**src/rtl/core/bcls_pkg.sv**
```systemverilog
`timescale 1ns / 1ps
// ----------------------------------------------------------------------------
// bcls_pkg
// Shared types and constants of the block code length search core.
// ----------------------------------------------------------------------------
package bcls_pkg;

  localparam int SEARCH_LEVELS = 24;
  localparam int LVL_W         = 5;
  localparam int DIGIT_W       = 3;
  localparam int COST_W        = 64;
  localparam int FREQ_W        = 32;
  localparam int CL_W          = 7;

  localparam logic [LVL_W-1:0]   LAST_LEVEL = LVL_W'(SEARCH_LEVELS - 1);
  localparam logic [DIGIT_W-1:0] DIGIT_TWO  = 3'd2;
  localparam logic [DIGIT_W-1:0] DIGIT_ONE  = 3'd1;

  typedef enum logic [2:0] {
    ST_LOAD,
    ST_INIT,
    ST_VISIT,
    ST_RD_BOT,
    ST_RD_TOP,
    ST_CALC,
    ST_EMIT
  } state_t;

  typedef struct packed {
    logic load;
    logic init;
    logic leaf;
    logic pop;
    logic choose;
    logic rd_bot;
    logic rd_top;
    logic calc;
    logic emit_next;
    logic clear_count;
  } cmd_t;

  typedef struct packed {
    logic leaf;
    logic can_try;
    logic at_root;
    logic last_slot;
  } status_t;

endpackage

```
**src/rtl/core/bcls_ctrl.sv**
```systemverilog
`timescale 1ns / 1ps
// ----------------------------------------------------------------------------
// bcls_ctrl
// Sequencer: load phase, depth-first search steps and result emission.
// ----------------------------------------------------------------------------
module bcls_ctrl
  import bcls_pkg::*;
(
  input  logic    clk,
  input  logic    rst,
  input  logic    in_valid,
  input  logic    is_last,
  output logic    in_ready,
  output logic    out_valid,
  input  logic    out_ready,
  input  status_t status,
  output cmd_t    cmd
);

  state_t state, state_next;

  always_ff @(posedge clk) begin
    if (rst) begin
      state <= ST_LOAD;
    end else begin
      state <= state_next;
    end
  end

  always_comb begin
    state_next = state;
    unique case (state)
      ST_LOAD: begin
        if (in_valid && is_last) state_next = ST_INIT;
      end
      ST_INIT: state_next = ST_VISIT;
      ST_VISIT: begin
        priority if (status.leaf) begin
          state_next = status.at_root ? ST_EMIT : ST_VISIT;
        end else if (status.can_try) begin
          state_next = ST_RD_BOT;
        end else begin
          state_next = status.at_root ? ST_EMIT : ST_VISIT;
        end
      end
      ST_RD_BOT: state_next = ST_RD_TOP;
      ST_RD_TOP: state_next = ST_CALC;
      ST_CALC:   state_next = ST_VISIT;
      ST_EMIT: begin
        if (out_ready && status.last_slot) state_next = ST_LOAD;
      end
      default:   state_next = ST_LOAD;
    endcase
  end

  always_comb begin
    cmd       = '0;
    in_ready  = 1'b0;
    out_valid = 1'b0;
    unique case (state)
      ST_LOAD: begin
        in_ready = 1'b1;
        cmd.load = in_valid;
      end
      ST_INIT: cmd.init = 1'b1;
      ST_VISIT: begin
        priority if (status.leaf) begin
          cmd.leaf = 1'b1;
          cmd.pop  = !status.at_root;
        end else if (status.can_try) begin
          cmd.choose = 1'b1;
        end else begin
          cmd.pop = !status.at_root;
        end
      end
      ST_RD_BOT: cmd.rd_bot = 1'b1;
      ST_RD_TOP: cmd.rd_top = 1'b1;
      ST_CALC:   cmd.calc = 1'b1;
      ST_EMIT: begin
        out_valid       = 1'b1;
        cmd.emit_next   = out_ready;
        cmd.clear_count = out_ready && status.last_slot;
      end
      default: begin
        cmd = '0;
      end
    endcase
  end

endmodule

```
**config.mk**
```make
export PLATFORM = sky130hd
export DESIGN_NAME = bcls_ctrl
export DESIGN_NICKNAME = d
export VERILOG_FILES = /design/src/rtl/core/bcls_pkg.sv /design/src/rtl/core/bcls_ctrl.sv
export SDC_FILE = /design/constraint.sdc
export NUM_CORES = 1
export LEC_CHECK = 0
export BUFFER_PORTS_ARGS = -buffer_cell sky130_fd_sc_hd__buf_2
export CORE_AREA = 2 2 39 41
export CTS_CLUSTER_DIAMETER = 60
export CTS_CLUSTER_SIZE = 8
export DETAILED_ROUTE_END_ITERATION = 12
export DIE_AREA = 0 0 41 43
export PLACE_DENSITY = 0.48
export SYNTH_ARGS = -nofsm -noshare
export SYNTH_HDL_FRONTEND = slang
export SYNTH_SLANG_ARGS = --single-unit
export TNS_END_PERCENT = 10
```
**constraint.sdc**
```tcl
create_clock -name clk -period 1 [get_ports clk]
set_input_delay 0.15 -clock clk [delete_from_list [all_inputs] [get_ports clk]]
set_output_delay 0.15 -clock clk [all_outputs]
set_load 0.005 [all_outputs]
```
=== After elaboration in Yosys (flattened, before gate mapping) ===
Cells that the tools add are included.

* Output and inout bits: 12
* Register bits after elaboration: 3
* Logic and storage cells: 35
* Input bits: 9

* Mux-type cells: 20
* Reduce and logical (&&, ||, !) cells: 6
* Equality and inequality tests: 8

{| class="wikitable"
|+ Operators by type and width
! cell !! number
|-
| 2-to-1 mux 3 bit || 6
|-
| one-hot mux 3 bit (6 select lines) || 1
|-
| 2-to-1 mux 1 bit || 12
|-
| equality test 3 bit, second input constant || 3
|-
| equality test 3 x 2 -> 1 bit, second input constant || 2
|-
| inequality test 2 bit, second input constant || 2
|-
| equality test 3 x 1 -> 1 bit, second input constant || 1
|-
| zero test 3 bit || 1
|-
| logical AND 1 bit || 2
|-
| 2-to-1 mux 2 bit || 1
|-
| AND reduction 2 bit || 1
|-
| OR reduction 2 bit || 1
|-
| zero test 1 bit || 1
|}

=== Longest topological paths before layout ===
* Depth in word-level cells: 4
* Depth in mapped cells: 4
* Depth with buffers taken out: 3

=== Worst setup path before layout ===
No wires, ideal clock.

* Path type: reg2out
* From: reg state[2]
* To: out cmd[0] (netlist name)
* Path buffers: 0
* Required time: 850 ps
* Arrival time: 904 ps
* Stages on the path, launching flop included: 4
* Setup slack: -54 ps
* Path through: dfxtp_1 > nor2b_2 > and2_4 > and3_1

{| class="wikitable"
|+ RTL lines
! item !! RTL line !! RTL
|-
| start: declaration || bcls_ctrl.sv:20 || <nowiki>state_t state, state_next;</nowiki>
|-
| start signal: assignment || bcls_ctrl.sv:26 || <nowiki>state <= state_next;</nowiki>
|-
| end: declaration || bcls_ctrl.sv:17 || <nowiki>output cmd_t cmd</nowiki>
|}

==> results.md <==
* M3 GR Usage at 0.0366
* Crit path max fanout at 4
* Hold Vio Cnt, Final at 0
* Sequential area share after synthesis at 0.232
* Flops & latches, synth at 3
* Worst VDD drop at 0.554 mV
* Worst Max-Slew Pin Slew at 0.232 ns
* Crit path largest cell delay at 0.35 ns
* Starting density of the core at 0.187
* Syn avg cell area at 8.09 um^2
* Synth top area cells: dfxtp_1, and3b_1, a2111oi_2
* Final Non-Filler Cells at 80
* Crit. End Element: output port
* WS Path Type: reg2out
* Relative slew margins at 0.845
* Tot GR Track Use at 0.0915
* Outcome: finished with violations
* Clock Tree Buf Depth at 2
* Root buf cell: clkbuf_4
* CP Cell Sequence: nor2b_4, and2_4, and3_4, buf_6
* Fin crit share at 1.29
* Initial antenna violation count at 0
* Violated checks: setup timing
* Fin crit period at 1.29 ns
* Mapped cell area at 259 um^2
* Cell variety after synth at 22
* First DRT Iteration DRCs at 2
* Cts bufs inserted at 3
* Total number of vias at 344
* Pre-antenna DRT Iters at 4
* Worst Skew at 0.00667 ns
* TNS Setup at -2.69 ns
* Clock latency on the worst-skew pair at 0.24 ns
* Cell row count at 14
* Max-Cap Viols at 0
* Hold_ws at 0.135 ns
* Largest net degree at the start of global routing at 8
* Fin area at 520 um^2
* Arr. time, crit path at 1.14 ns
* Boundary Pins at 21
* CP Launch Type: flip-flop
* Vias in the first global route at 257
* Ys async rst share at 0
* Min setup slack post-route at -0.288 ns
* Total power at 0.856 mW
* Die X-Extent at 41 um
* Number of nets with antenna violations after routing at 0
* Final GP Congestion at 0.674
* Die Area at 1760 um^2
* CP top delay family: simple AND/OR/NAND/NOR gates
* Slowest cell on the critical path: dfxtp_4
* Post-synth EDFFs at 0
* Post-Place Cell Area at 415 um^2
* Antenna Cells at 0
* Share of the synthesized area in the top cell type at 0.232
* # fillers at 150
* Clock sink count at 3
* Worst path bufs/invs at 1
* Worst Path Required at 0.85 ns
* List of most frequent post-synthesis cells: dfxtp_1, nand2_1, nor2_1
* DP HPWL at 557 um
* Syn_nets at 41
* Largest regs: state x3
* Most flop-heavy register: state
* Clock transition at the registers of the reported paths at 0.04 ns
* CTS tree: built
* Die height at 43 um
* Max Fclk at 0.776 GHz
* Wire per inst at 9.44 um
* Final Net Count at 74
* Max H-tree Level at 1
* Global-route wire length before repair at 1020 um
* # setup viols final at 14
* Final WL at 755 um
* Via density at 4.30
* Post-Syn Instances at 32
* Cell taking the most area after synthesis: dfxtp_1
* Worst Hold Class: in2reg
* RSZ-0062 raised after global routing: true
* Pwr per Cell Area at 1650 nW/um^2
* Area delta synth->final at 101%
* Synth Flop Type: dfxtp_1
* Layout cells sized above 1 at 0.719
* Remaining Overflow, GRT at 0
* Slew Viols, Final at 0
* Met1 GRT Util at 0.113
* Core Box Area at 1380 um^2
* # DRC at 0
* Max reg flops at 3
* Synth warn at 0
* IO buf count at 20
* Met2 usage in global routing at 0.106
* GRT busiest layer: met1
* P_leak at 0.270 nW
* Dpl cells at 73
placed cells by master (no fill, tap or decap), drive strengths merged, types with 2 or more instances in the layout:
cell    instances
nand2b          3
and3b           2
and2            3
nor3            2
and3            2
buf            29
nor2            3
a21oi           2
nand2           3
clkbuf          4
dfxtp           3
report_power, final:
| part | internal, mW | switching [mW] |
|---|---|---|
| clock network | 0.150 | 0.0662 |
| logic | 0.267 | 0.183 |
| registers | 0.156 | 0.0343 |
worst paths after layout:
check,end,cells past startpoint,slack [ns],from
setup reg to reg,state[0]$_SDFFE_PP0P_,4,-0.02,state[0]$_SDFFE_PP0P_
hold reg to reg,state[0]$_SDFFE_PP0P_,2,0.57,state[0]$_SDFFE_PP0P_
setup / recovery,cmd[0],4,-0.29,state[2]$_SDFFE_PP0P_
hold / removal,state[0]$_SDFFE_PP0P_,2,0.14,rst
routing by layer:
metal,up-vias,routed length [um]
met5,-,0
met2,9,371
met4,0,0
met1,157,344
met3,0,39
li1,178,-
cells by family after synthesis:
family          synth area share
buf+inv                   0.0580
compound gates             0.174
flops                      0.232
simple gates               0.536
per-stage QoR:
stage | utilization | setup WS, ns
detailed placement | 0.300 | -0.0887
global route | 0.376 | -0.331
global placement | 0.300 | -0.0734
CTS | 0.344 | -0.295
finish | 0.376 | -0.288
floorplan | - | -0.00880
timing repair:
action	CTS	global route
gates resized for setup	6	8
endpoints found under the setup margin	14	14
buffers inserted	1	2
hold buffers	0	0
pin swaps	5	1
hold endpoints to repair	0	0
layout make-up:
class                      count  area, um^2  share of cell area
multi-input combinational     27         220               0.423
clock buffer                   4        26.3              0.0505
inverter                       1        3.75             0.00721
sequential                     3        68.8               0.132
tap                           16        20.0              0.0385
timing repair buffer          29         181               0.349
(Power assumes the default switching activity.)
